## config.mk

```make
export PLATFORM = sky130hd
export DESIGN_NAME = priority_inheritance_lock_manager_unit_flat
export DESIGN_NICKNAME = d
export VERILOG_FILES = /design/src/pilm_pkg.sv /design/src/pilm_if.sv /design/src/pilm_ram.sv /design/src/pilm_ctrl.sv /design/src/pilm_dp.sv /design/src/priority_inheritance_lock_manager_unit.sv /design/src/flat_wrapper.sv
export SDC_FILE = /design/constraint.sdc
export NUM_CORES = 2
export LEC_CHECK = 0
export BUFFER_PORTS_ARGS = -buffer_cell sky130_fd_sc_hd__buf_4
export CORE_MARGIN = 2
export CORE_UTILIZATION = 63
export DETAILED_ROUTE_END_ITERATION = 8
export PLACE_DENSITY = 0.76
export SYNTH_ARGS = -nofsm -noshare
export SYNTH_HDL_FRONTEND = slang
export SYNTH_SLANG_ARGS = --single-unit
```

## constraint.sdc

```tcl
create_clock -name clk_i -period 9.1 [get_ports clk_i]
set_input_delay 1.82 -clock clk_i [delete_from_list [all_inputs] [get_ports clk_i]]
set_output_delay 1.82 -clock clk_i [all_outputs]
set_load 0.005 [all_outputs]
```

## src/pilm_pkg.sv

```systemverilog
// package: shared types and codes for the priority inheritance lock manager
`default_nettype none
package pilm_pkg;

  typedef enum logic [1:0] {
    MODE_CREATE = 2'd0,
    MODE_LOCK   = 2'd1,
    MODE_UNLOCK = 2'd2,
    MODE_QUERY  = 2'd3
  } mode_e;

  typedef enum logic [2:0] {
    ST_DONE     = 3'd0,
    ST_QUEUED   = 3'd1,
    ST_NO_MUTEX = 3'd2,
    ST_NOT_OWN  = 3'd3,
    ST_EXISTS   = 3'd4,
    ST_FULL     = 3'd5
  } status_e;

  localparam int unsigned ModeW = 2;
  localparam int unsigned IdxW  = 4;
  localparam int unsigned PidW  = 16;
  localparam int unsigned PrioW = 8;
  localparam int unsigned StatW = 3;

  typedef struct packed {
    logic [ModeW-1:0] mode;
    logic [IdxW-1:0]  mutex_index;
    logic [PidW-1:0]  process_id;
    logic [PrioW-1:0] request_priority;
  } req_t;

  typedef struct packed {
    logic [StatW-1:0] status;
    logic [PidW-1:0]  raise_pid;
    logic             raise_valid;
    logic [PrioW-1:0] priority_value;
    logic             priority_valid;
    logic [PidW-1:0]  next_owner_pid;
    logic             next_owner_valid;
  } rsp_t;

  // controller -> datapath
  typedef struct packed {
    logic load_req;    // capture request, read slot tables
    logic decide;      // run create/lock/unlock decision, issue store access
    logic finish_rw;   // take store read data (unlock hand-over)
    logic q_start;     // query walk: reset slot/k and best
    logic q_issue;     // query walk: issue read for current (slot,k)
    logic q_accum;     // query walk: fold read data
    logic q_adv;       // query walk: advance position
    logic emit;        // place result in output register
  } cmd_t;

  // datapath -> controller
  typedef struct packed {
    logic need_read;   // decision needs a store read
    logic q_valid_pos; // current walk position is a live waiter
    logic q_last;      // walk at final position
  } stat_t;

endpackage
`default_nettype wire

```

## src/pilm_if.sv

```systemverilog
// interface: valid/ready channel carrying one item
`default_nettype none
interface pilm_if #(
  parameter int unsigned W = 1
);
  logic         valid;
  logic         ready;
  logic [W-1:0] data;
  modport source (output valid, output data, input ready);
  modport sink (input valid, input data, output ready);
endinterface
`default_nettype wire

```

## src/pilm_ram.sv

```systemverilog
// generic single-port ram with registered read
`default_nettype none
module pilm_ram #(
  parameter int unsigned Width = 8,
  parameter int unsigned Depth = 16
) (
  input  wire logic                     clk_i,
  input  wire logic                     we_i,
  input  wire logic [$clog2(Depth)-1:0] addr_i,
  input  wire logic [Width-1:0]         wdata_i,
  output logic      [Width-1:0]         rdata_o
);
  logic [Width-1:0] mem_q [Depth];

  always_ff @(posedge clk_i) begin
    if (we_i) begin
      mem_q[addr_i] <= wdata_i;
    end
    rdata_o <= mem_q[addr_i];
  end
endmodule
`default_nettype wire

```

## src/pilm_ctrl.sv

```systemverilog
// controller: command sequencing state machine
`default_nettype none
module pilm_ctrl (
  input  wire logic           clk_i,
  input  wire logic           rst_ni,
  input  wire logic           in_valid_i,
  output logic                in_ready_o,
  input  wire logic           out_busy_i,
  input  wire logic [1:0]     mode_i,
  input  wire pilm_pkg::stat_t stat_i,
  output pilm_pkg::cmd_t      cmd_o
);
  typedef enum logic [7:0] {
    S_IDLE   = 8'b0000_0001,
    S_DECIDE = 8'b0000_0010,
    S_RDWAIT = 8'b0000_0100,
    S_RDDONE = 8'b0000_1000,
    S_QISSUE = 8'b0001_0000,
    S_QWAIT  = 8'b0010_0000,
    S_QACC   = 8'b0100_0000,
    S_EMIT   = 8'b1000_0000
  } state_e;

  state_e state_q, state_d;

  always_ff @(posedge clk_i or negedge rst_ni) begin
    if (!rst_ni) begin
      state_q <= S_IDLE;
    end else begin
      state_q <= state_d;
    end
  end

  always_comb begin
    state_d    = state_q;
    cmd_o      = '0;
    in_ready_o = 1'b0;
    unique case (state_q)
      S_IDLE: begin
        in_ready_o = 1'b1;
        if (in_valid_i) begin
          cmd_o.load_req = 1'b1;
          if (mode_i == pilm_pkg::MODE_QUERY) begin
            cmd_o.q_start = 1'b1;
            state_d = S_QISSUE;
          end else begin
            state_d = S_DECIDE;
          end
        end
      end
      S_DECIDE: begin
        cmd_o.decide = 1'b1;
        state_d = stat_i.need_read ? S_RDWAIT : S_EMIT;
      end
      S_RDWAIT: state_d = S_RDDONE;
      S_RDDONE: begin
        cmd_o.finish_rw = 1'b1;
        state_d = S_EMIT;
      end
      S_QISSUE: begin
        if (stat_i.q_valid_pos) begin
          cmd_o.q_issue = 1'b1;
          state_d = S_QWAIT;
        end else begin
          cmd_o.q_adv = 1'b1;
          state_d = stat_i.q_last ? S_EMIT : S_QISSUE;
        end
      end
      S_QWAIT: begin
        cmd_o.q_issue = 1'b1;
        state_d = S_QACC;
      end
      S_QACC: begin
        cmd_o.q_accum = 1'b1;
        cmd_o.q_adv = 1'b1;
        state_d = stat_i.q_last ? S_EMIT : S_QISSUE;
      end
      S_EMIT: begin
        if (!out_busy_i) begin
          cmd_o.emit = 1'b1;
          state_d = S_IDLE;
        end
      end
      default: state_d = S_IDLE;
    endcase
  end

`ifndef SYNTHESIS
  a_ready_idle: assert property (@(posedge clk_i) disable iff (!rst_ni)
    in_ready_o |-> state_q == S_IDLE) else $error("ready outside idle");
  a_emit_free: assert property (@(posedge clk_i) disable iff (!rst_ni)
    cmd_o.emit |-> !out_busy_i) else $error("emit into busy output");
  a_rd_seq: assert property (@(posedge clk_i) disable iff (!rst_ni)
    state_q == S_RDWAIT |=> state_q == S_RDDONE) else $error("read wait broken");
`endif
endmodule
`default_nettype wire

```

## src/pilm_dp.sv

```systemverilog
// datapath: mutex tables, waiter stores and query walk
`default_nettype none
module pilm_dp #(
  parameter int unsigned MutexSlots = 16,
  parameter int unsigned WaitDepth  = 8
) (
  input  wire logic            clk_i,
  input  wire logic            rst_ni,
  input  wire pilm_pkg::req_t  req_i,
  input  wire pilm_pkg::cmd_t  cmd_i,
  output pilm_pkg::stat_t      stat_o,
  output pilm_pkg::rsp_t       rsp_o
);
  localparam int unsigned SW = (MutexSlots > 1) ? $clog2(MutexSlots) : 1;
  localparam int unsigned KW = (WaitDepth > 1) ? $clog2(WaitDepth) : 1;
  localparam int unsigned CW = $clog2(WaitDepth + 1);
  localparam int unsigned Entries = MutexSlots * WaitDepth;
  localparam int unsigned AW = (Entries > 1) ? $clog2(Entries) : 1;
  localparam int unsigned PidW = pilm_pkg::PidW;
  localparam int unsigned PrioW = pilm_pkg::PrioW;

  logic [MutexSlots-1:0] exists_q, held_q;
  logic [PidW-1:0]       oid_q   [MutexSlots];
  logic [PrioW-1:0]      obase_q [MutexSlots];
  logic [KW-1:0]         head_q  [MutexSlots];
  logic [CW-1:0]         cnt_q   [MutexSlots];

  pilm_pkg::req_t req_q;
  pilm_pkg::rsp_t rsp_q;
  logic [SW-1:0]  s;
  logic           in_range;

  // query walk state
  logic [SW-1:0]  qs_q;
  logic [KW-1:0]  qk_q;
  logic [PrioW:0] best_q;

  // store access
  logic           we;
  logic [AW-1:0]  addr;
  logic [PidW-1:0]  rid;
  logic [PrioW-1:0] rprio;
  logic [SW-1:0]  rd_slot_q;

  assign s        = SW'(req_q.mutex_index);
  assign in_range = ({{(32-pilm_pkg::IdxW){1'b0}}, req_q.mutex_index} < MutexSlots);

  function automatic logic [AW-1:0] pos(input logic [SW-1:0] sl, input logic [KW-1:0] h,
                                        input logic [CW-1:0] k);
    logic [KW-1:0] off;
    logic [CW:0]   sum;
    logic [31:0]   full;
    begin
      sum  = {1'b0, k} + {{(CW+1-KW){1'b0}}, h};
      if (sum >= (CW+1)'(WaitDepth)) sum = sum - (CW+1)'(WaitDepth);
      off  = sum[KW-1:0];
      full = 32'(sl) * 32'(WaitDepth) + ((WaitDepth > 1) ? 32'(off) : 32'd0);
      pos  = full[AW-1:0];
    end
  endfunction

  logic present, holder;
  assign present = in_range && exists_q[s];
  assign holder  = held_q[s] && (oid_q[s] == req_q.process_id);

  logic q_live;
  assign q_live = exists_q[qs_q] && held_q[qs_q] && (oid_q[qs_q] == req_q.process_id)
                  && (CW'(qk_q) < cnt_q[qs_q]);

  assign stat_o.need_read   = (req_q.mode == pilm_pkg::MODE_UNLOCK) && present && holder
                              && (cnt_q[s] != '0);
  assign stat_o.q_valid_pos = q_live;
  assign stat_o.q_last      = (32'(qs_q) == MutexSlots - 1) && (32'(qk_q) == WaitDepth - 1);

  always_comb begin
    we   = 1'b0;
    addr = pos(s, head_q[s], '0);
    if (cmd_i.decide && req_q.mode == pilm_pkg::MODE_LOCK && present && held_q[s]
        && cnt_q[s] < CW'(WaitDepth)) begin
      we   = 1'b1;
      addr = pos(s, head_q[s], cnt_q[s]);
    end else if (cmd_i.q_issue) begin
      addr = pos(qs_q, head_q[qs_q], CW'(qk_q));
    end
  end

  pilm_ram #(.Width(PidW), .Depth(Entries)) u_id_ram (
    .clk_i, .we_i(we), .addr_i(addr), .wdata_i(req_q.process_id), .rdata_o(rid));
  pilm_ram #(.Width(PrioW), .Depth(Entries)) u_prio_ram (
    .clk_i, .we_i(we), .addr_i(addr), .wdata_i(req_q.request_priority), .rdata_o(rprio));

  always_ff @(posedge clk_i) begin
    if (cmd_i.load_req) req_q <= req_i;
    if (cmd_i.decide) rd_slot_q <= s;
  end

  always_ff @(posedge clk_i or negedge rst_ni) begin
    if (!rst_ni) begin
      exists_q <= '0;
      held_q   <= '0;
      for (int i = 0; i < MutexSlots; i++) begin
        oid_q[i]   <= '0;
        obase_q[i] <= '0;
        head_q[i]  <= '0;
        cnt_q[i]   <= '0;
      end
      qs_q   <= '0;
      qk_q   <= '0;
      best_q <= '0;
      rsp_q  <= '0;
    end else begin
      if (cmd_i.load_req) begin
        rsp_q <= '0;
      end
      if (cmd_i.q_start) begin
        qs_q   <= '0;
        qk_q   <= '0;
        best_q <= {1'b1, {PrioW{1'b0}}};
      end
      if (cmd_i.decide) begin
        unique case (req_q.mode)
          pilm_pkg::MODE_CREATE: begin
            if (!in_range) rsp_q.status <= pilm_pkg::ST_NO_MUTEX;
            else if (exists_q[s]) rsp_q.status <= pilm_pkg::ST_EXISTS;
            else begin
              exists_q[s] <= 1'b1;
              held_q[s]   <= 1'b0;
              oid_q[s]    <= '0;
              obase_q[s]  <= '0;
              head_q[s]   <= '0;
              cnt_q[s]    <= '0;
            end
          end
          pilm_pkg::MODE_LOCK: begin
            if (!present) rsp_q.status <= pilm_pkg::ST_NO_MUTEX;
            else if (!held_q[s]) begin
              held_q[s]  <= 1'b1;
              oid_q[s]   <= req_q.process_id;
              obase_q[s] <= req_q.request_priority;
            end else if (cnt_q[s] >= CW'(WaitDepth)) begin
              rsp_q.status <= pilm_pkg::ST_FULL;
            end else begin
              cnt_q[s]             <= cnt_q[s] + 1'b1;
              rsp_q.status         <= pilm_pkg::ST_QUEUED;
              rsp_q.raise_pid      <= oid_q[s];
              rsp_q.raise_valid    <= 1'b1;
              rsp_q.priority_value <= req_q.request_priority;
              rsp_q.priority_valid <= 1'b1;
            end
          end
          pilm_pkg::MODE_UNLOCK: begin
            if (!present) rsp_q.status <= pilm_pkg::ST_NO_MUTEX;
            else if (!holder) rsp_q.status <= pilm_pkg::ST_NOT_OWN;
            else begin
              rsp_q.priority_value <= obase_q[s];
              rsp_q.priority_valid <= 1'b1;
              if (cnt_q[s] == '0) begin
                held_q[s]  <= 1'b0;
                oid_q[s]   <= '0;
                obase_q[s] <= '0;
              end
            end
          end
          default: ;
        endcase
      end
      if (cmd_i.finish_rw) begin
        oid_q[rd_slot_q]   <= rid;
        obase_q[rd_slot_q] <= rprio;
        head_q[rd_slot_q]  <= (32'(head_q[rd_slot_q]) == WaitDepth - 1) ? '0
                              : head_q[rd_slot_q] + 1'b1;
        cnt_q[rd_slot_q]   <= cnt_q[rd_slot_q] - 1'b1;
        rsp_q.next_owner_pid   <= rid;
        rsp_q.next_owner_valid <= 1'b1;
      end
      if (cmd_i.q_accum && {1'b0, rprio} < best_q) begin
        best_q <= {1'b0, rprio};
      end
      if (cmd_i.q_adv) begin
        if (32'(qk_q) == WaitDepth - 1) begin
          qk_q <= '0;
          qs_q <= qs_q + 1'b1;
        end else begin
          qk_q <= qk_q + 1'b1;
        end
      end
    end
  end

  always_comb begin
    rsp_o = rsp_q;
    if (req_q.mode == pilm_pkg::MODE_QUERY) begin
      rsp_o = '0;
      rsp_o.priority_valid = !best_q[PrioW];
      rsp_o.priority_value = best_q[PrioW] ? '0 : best_q[PrioW-1:0];
    end
  end

`ifndef SYNTHESIS
  a_cnt_bound: assert property (@(posedge clk_i) disable iff (!rst_ni)
    cmd_i.decide |-> cnt_q[s] <= CW'(WaitDepth)) else $error("queue count overflow");
  a_write_held: assert property (@(posedge clk_i) disable iff (!rst_ni)
    we |-> held_q[s] && exists_q[s]) else $error("waiter write on free mutex");
  a_handover: assert property (@(posedge clk_i) disable iff (!rst_ni)
    cmd_i.finish_rw |-> cnt_q[rd_slot_q] != '0) else $error("hand-over with empty queue");
`endif
endmodule
`default_nettype wire

```

## src/priority_inheritance_lock_manager_unit.sv

```systemverilog
// top level: priority inheritance lock manager
// usage:
//   in_if carries one command item (mode, mutex_index, process_id,
//   request_priority); out_if carries one result item per command.
//   create, lock, error results and an unlock with no waiters pass through
//   the decide and emit states; an unlock that hands the mutex to a waiter
//   goes through decide, read wait, read done and emit (waiter store read).
//   query walks every slot and queue position in turn: a position that is
//   not a live waiter is skipped, and a live waiter is read from the
//   waiter store (issue, wait, accumulate) and folded into the lowest
//   priority value found.
//   one command is in flight at a time; the next item is accepted once
//   the result has been placed in the output register, so a result
//   waiting on a stalled receiver overlaps the next command's work.
//   if the receiver stalls, the result holds and a finished next result
//   waits in the controller until the output register frees.
//   reset clears the mutex tables and queue counts; no clearing pass.
`default_nettype none
module priority_inheritance_lock_manager_unit #(
  parameter int unsigned MUTEX_SLOTS = 16,
  parameter int unsigned WAIT_DEPTH  = 8
) (
  input wire logic clk_i,
  input wire logic rst_ni,
  pilm_if.sink     in_if,
  pilm_if.source   out_if
);
  pilm_pkg::cmd_t  cmd;
  pilm_pkg::stat_t stat;
  pilm_pkg::req_t  req;
  pilm_pkg::rsp_t  rsp;
  pilm_pkg::rsp_t  out_q;
  logic            out_valid_q;
  logic            in_ready;

  assign req = pilm_pkg::req_t'(in_if.data);
  assign in_if.ready = in_ready;

  pilm_ctrl u_ctrl (
    .clk_i, .rst_ni,
    .in_valid_i (in_if.valid),
    .in_ready_o (in_ready),
    .out_busy_i (out_valid_q && !out_if.ready),
    .mode_i     (req.mode),
    .stat_i     (stat),
    .cmd_o      (cmd)
  );

  pilm_dp #(.MutexSlots(MUTEX_SLOTS), .WaitDepth(WAIT_DEPTH)) u_dp (
    .clk_i, .rst_ni,
    .req_i (req),
    .cmd_i (cmd),
    .stat_o(stat),
    .rsp_o (rsp)
  );

  always_ff @(posedge clk_i or negedge rst_ni) begin
    if (!rst_ni) begin
      out_valid_q <= 1'b0;
    end else if (cmd.emit) begin
      out_valid_q <= 1'b1;
    end else if (out_if.ready) begin
      out_valid_q <= 1'b0;
    end
  end

  always_ff @(posedge clk_i) begin
    if (cmd.emit) out_q <= rsp;
  end

  assign out_if.valid = out_valid_q;
  assign out_if.data  = out_q;

`ifndef SYNTHESIS
  a_hold: assert property (@(posedge clk_i) disable iff (!rst_ni)
    out_if.valid && !out_if.ready |=> out_if.valid && $stable(out_if.data))
    else $error("result dropped under stall");
  a_one: assert property (@(posedge clk_i) disable iff (!rst_ni)
    in_if.valid && in_ready |=> !in_ready) else $error("second item taken");
  a_emit: assert property (@(posedge clk_i) disable iff (!rst_ni)
    cmd.emit |=> out_if.valid) else $error("result not shown");
`endif
endmodule
`default_nettype wire

```

## src/flat_wrapper.sv

```systemverilog
// flat-port wrapper written by rule: the top's interface ports become plain ports
module priority_inheritance_lock_manager_unit_flat 
#(
  parameter int unsigned MUTEX_SLOTS = 16,
  parameter int unsigned WAIT_DEPTH  = 8
)
  (clk_i, rst_ni, in_if_valid, in_if_data, in_if_ready, out_if_valid, out_if_data, out_if_ready);
  pilm_if #(.W($bits(pilm_pkg::req_t))) in_if_i ();
  pilm_if #(.W($bits(pilm_pkg::rsp_t))) out_if_i ();
  input wire logic clk_i;
  input wire logic rst_ni;
  input wire logic [$bits(in_if_i.valid)-1:0] in_if_valid;
  input wire logic [$bits(in_if_i.data)-1:0] in_if_data;
  output wire logic [$bits(in_if_i.ready)-1:0] in_if_ready;
  output wire logic [$bits(out_if_i.valid)-1:0] out_if_valid;
  output wire logic [$bits(out_if_i.data)-1:0] out_if_data;
  input wire logic [$bits(out_if_i.ready)-1:0] out_if_ready;
  assign in_if_i.valid = in_if_valid;
  assign in_if_i.data = in_if_data;
  assign in_if_ready = in_if_i.ready;
  assign out_if_valid = out_if_i.valid;
  assign out_if_data = out_if_i.data;
  assign out_if_i.ready = out_if_ready;
  priority_inheritance_lock_manager_unit #(.MUTEX_SLOTS(MUTEX_SLOTS), .WAIT_DEPTH(WAIT_DEPTH)) u_core (.clk_i(clk_i), .rst_ni(rst_ni), .in_if(in_if_i), .out_if(out_if_i));
endmodule
```

==> impl_metrics.yaml <==
timing:
  slew_viol_final: 35
  worst_pin_slew_ns: 1.54
  rsz0062_at_grt: "no"
  finalHoldViolCount: 0
  fin_crit_sh: 0.951
  slew-limit-headroom: -0.0488
  finalClockSkew_ns: 0.0972
  setup_viol: 0
  min_period_ns: 8.65
  max_freq_ghz: 0.116
  setup-tns-final_ns: 0
drt:
  viasPerCell: 7.11
  wl_um: 487000
  drc: 0
  vias: 100547
  initialDrtViolationCount: 17513
  routedWlPerCell_um: 34.5
  drtAntennaViolNets: 0
  firstDrtPassIters: 7
finish:
  final_core_util: 0.707
  seqCellArea_um2: 110000
  nNetsFinal: 10572
  final_common_cell: "edfxtp_1"
  drive_gt1_frac: 0.146
  area_growth_pct: 11.7
  layout_common_cells: "edfxtp_1, mux2i_1, nand2_1, o22ai_1, dfrtp_1"
  multi_input_area_um2: 44400
  fillerInstances: 15555
worst_setup_path:
  critical-path-slowest-cell: "dfrtp_4"
  slowest_delay_ns: 0.91
  cpLargestDelayFamily: "simple AND/OR/NAND/NOR gates"
  crit_required_ns: 9.96
  end_kind: "register"
  arrival_ns: 9.51
  crit_start: "u_core.u_dp.qs_q[0]"
  critPathKind: "register to register"
  crit_top_cell: "nor4_1"
  reg2reg_depth: 16
  start_kind: "register"
  path_cells: "buf_12, mux4_2, nand3_1, o31ai_1, nor4_1, nand4_1, and4bb_2, nand3_2, a221oi_4, or2_2, or3_4, buf_4, o22ai_1, nor4_1, a21oi_1, or4_1"
  r2r-end: "u_core.u_dp.u_id_ram.rdata_o[4]"
  cp.buffers_inverters: 2
  r2r-start: "u_core.u_dp.qs_q[0]"
  crit_fanout: 63
  reg2reg_slack_ns: 0.45
synth:
  synth_seq_cells: 3775
  synth_seq_area_share: 0.700
  synth_top_area_cell: "edfxtp_1"
  syn_inst: 10362
  synthesis.nets: 10422
  async_flop_share: 0.159
  synth_area_per_cell_um2: 15.2
  synth_area_leaders: "edfxtp_1, mux2i_1, dfrtp_1"
  synth-edff-count: 3152
  yosysTopAreaCellShare: 0.602
  synth_cell_types: 88
  ys.flop_type: "edfxtp_1"
  netlist_area_um2: 157000
  synth_warnings: 0
min_path:
  whs_endpoint: "u_core.u_dp.rsp_q[0]"
  hold_depth: 2
  min_from: "u_core.u_dp.rsp_q[0]"
  worstHoldPathType: "register to register"
floorplanning:
  rows: 183
  initial_core_util: 0.633
  core_um2: 248000
  io_pins: 82
  fp.dieH_um: 504
  die_w_um: 504
  die-area_um2: 254000
global_routing:
  grt_pass1_vias: 97709
  grtUsageTotal: 0.377
  antenna_found_initial: 39
  grt_max_degree: 146
  gr-total-overflow: 0
  grt_pass1_wl_um: 688000
power:
  p_int_mw: 29.4
  p_leak_nw: 56.0
  power.density_nw_per_um2: 225
  p_clk_frac: 0.392
  power.switching_mw: 10.1
  vdd_drop_max_uv: 198
  combinationalPowerShare: 0.099
  switching_share: 0.255
  pwr-share-seq: 0.509
clocking:
  clkLatencyLatePin_ns: 1.01
  ctsHoldBuffers: 0
  cts_setup_buffers: 0
  numCtsBuffers: 386
  cts_num_sinks: 3775
  cts.clk_slew.worst_paths_ns: 0.06
  clock_path_buffers: 4
  cts_root_buf: "clkbuf_16"
  h-tree-depth: 5
  cts_resized: 0
  tritoncts: "done"
place:
  numPortBuffers: 81
  gp_congestion: 0.973
  dp_hpwl_um: 291000
outcome:
  violations: "max-capacitance violations, max-slew violations"
  outcome: "finished, violations left"
job:
  maxCapViolCount: 4
[registers in the layout, summed over array words and instances (netlist names), named ones only]
name,cells
u_core.u_dp.head_q,48
u_core.u_dp.obase_q,128
u_core.u_ctrl.state_q,8
u_core.out_if.data,46
u_core.u_dp.rsp_q,46
u_core.u_dp.qk_q,3
u_core.u_dp.s,4
u_core.u_dp.u_prio_ram.rdata_o,8
u_core.u_dp.rd_slot_q,4
u_core.u_dp.qs_q,4
u_core.u_dp.u_prio_ram.mem_q,1024
u_core.u_dp.u_id_ram.rdata_o,16
u_core.u_dp.cnt_q,64
u_core.u_dp.oid_q,256
u_core.u_dp.req_q,26
u_core.u_dp.best_q,9
u_core.u_dp.exists_q,16
u_core.u_dp.u_id_ram.mem_q,2048
u_core.out_if.valid,1
[final cells by class]
| type | count | area share |
|---|---|---|
| repair buffers | 536 | 0.0264 |
| clock inverters | 185 | 0.0105 |
| diodes | 9 | 0.000128 |
| well taps | 3330 | 0.0237 |
| clock buffers | 495 | 0.0590 |
| multi-input cells | 5770 | 0.253 |
| flip-flops and latches | 3775 | 0.627 |
| inverters | 43 | 0.000919 |
[cell usage after synthesis (all sizes together), types with 6 or more instances]
cell type  count
o211ai         9
nand2        866
a22oi        360
nor4         199
a2111oi       40
or4           24
a31o           8
mux2i       1572
a21oi        267
nand4          8
buf          399
nor3b          9
nand2b        32
mux4         267
mux2          17
o22ai        756
o221ai         9
nand3        113
ha            24
clkbuf       375
or3           20
nor3          39
o21a           6
and2          14
a31oi          9
o21ai        542
a221o          6
a22o          11
xnor2         30
dfrtp        598
dfxtp         24
edfxtp      3152
inv           39
nor2         357
and3          16
nor2b         59
nand3b         7
o2bb2ai        7
[worst max-delay path by stage]
stage | cells after the start | end | slack (ns)
global route | 16 | u_core.u_dp.u_id_ram.rdata_o[4] | 0.44
floorplan | 21 | u_core.u_dp.u_id_ram.mem_q[17][0] | 2.03
finish | 16 | u_core.u_dp.u_id_ram.rdata_o[4] | 0.45
detailed placement | 16 | u_core.u_dp.u_id_ram.rdata_o[10] | 0.75
global placement | 16 | u_core.u_dp.u_id_ram.rdata_o[14] | 0.20
CTS | 16 | u_core.u_dp.u_id_ram.rdata_o[10] | 0.71
[power by group through the flow]
stage          combinational (mW)  clock [mW]  sequential [mW]
2_1_floorplan                1.65           0             20.5
3_3_place_gp                 3.66           0             20.4
3_5_place_dp                 3.75           0             20.4
4_1_cts                      3.76        15.5             20.1
5_1_grt                      3.99        16.2             20.1
6_report                     3.93        15.5             20.1
[routing by layer]
layer | share of wire | global-route usage | routed length (um) | vias up
li1 | - | - | - | 40879
met4 | 0.071 | 0.225 | 34500 | 34
met1 | 0.35 | 0.496 | 169000 | 50114
met3 | 0.13 | 0.100 | 64000 | 1755
met2 | 0.45 | 0.570 | 220000 | 7765
met5 | 0.00057 | 0 | 278 | -
[cells by family after synthesis]
family / share of synthesized area
AOI/OAI and AO/OA: 0.0815
buffers and inverters: 0.0240
and+or+nand+nor: 0.0509
adders and majority gates: 0.00216
xor gates and xnor gates: 0.00195
muxes: 0.140
DFF: 0.700
[through the flow]
step | total power [mW] | cell area, um^2 | hold WS [ns] | setup slack, ns | instances
final | 39.5 | 176000 | 0.490 | 0.447 | 14143
after global routing | 40.3 | 176000 | 0.530 | 0.438 | 14135
after CTS | 39.4 | 176000 | 0.484 | 0.711 | 14132
after detailed placement | 24.2 | 163000 | 0.463 | 0.747 | 13452
after global placement | 24.1 | 163000 | 0.458 | 0.198 | 13451
after floorplan | 22.1 | 157000 | 0.439 | 2.03 | 10362
[worst min-delay path: stages (launching register included)]
cell and delay (ns):
dfrtp_1 0.35, nand2_1 0.05, nand2_1 0.05
No activity file was read; power rests on OpenSTA's default activity.
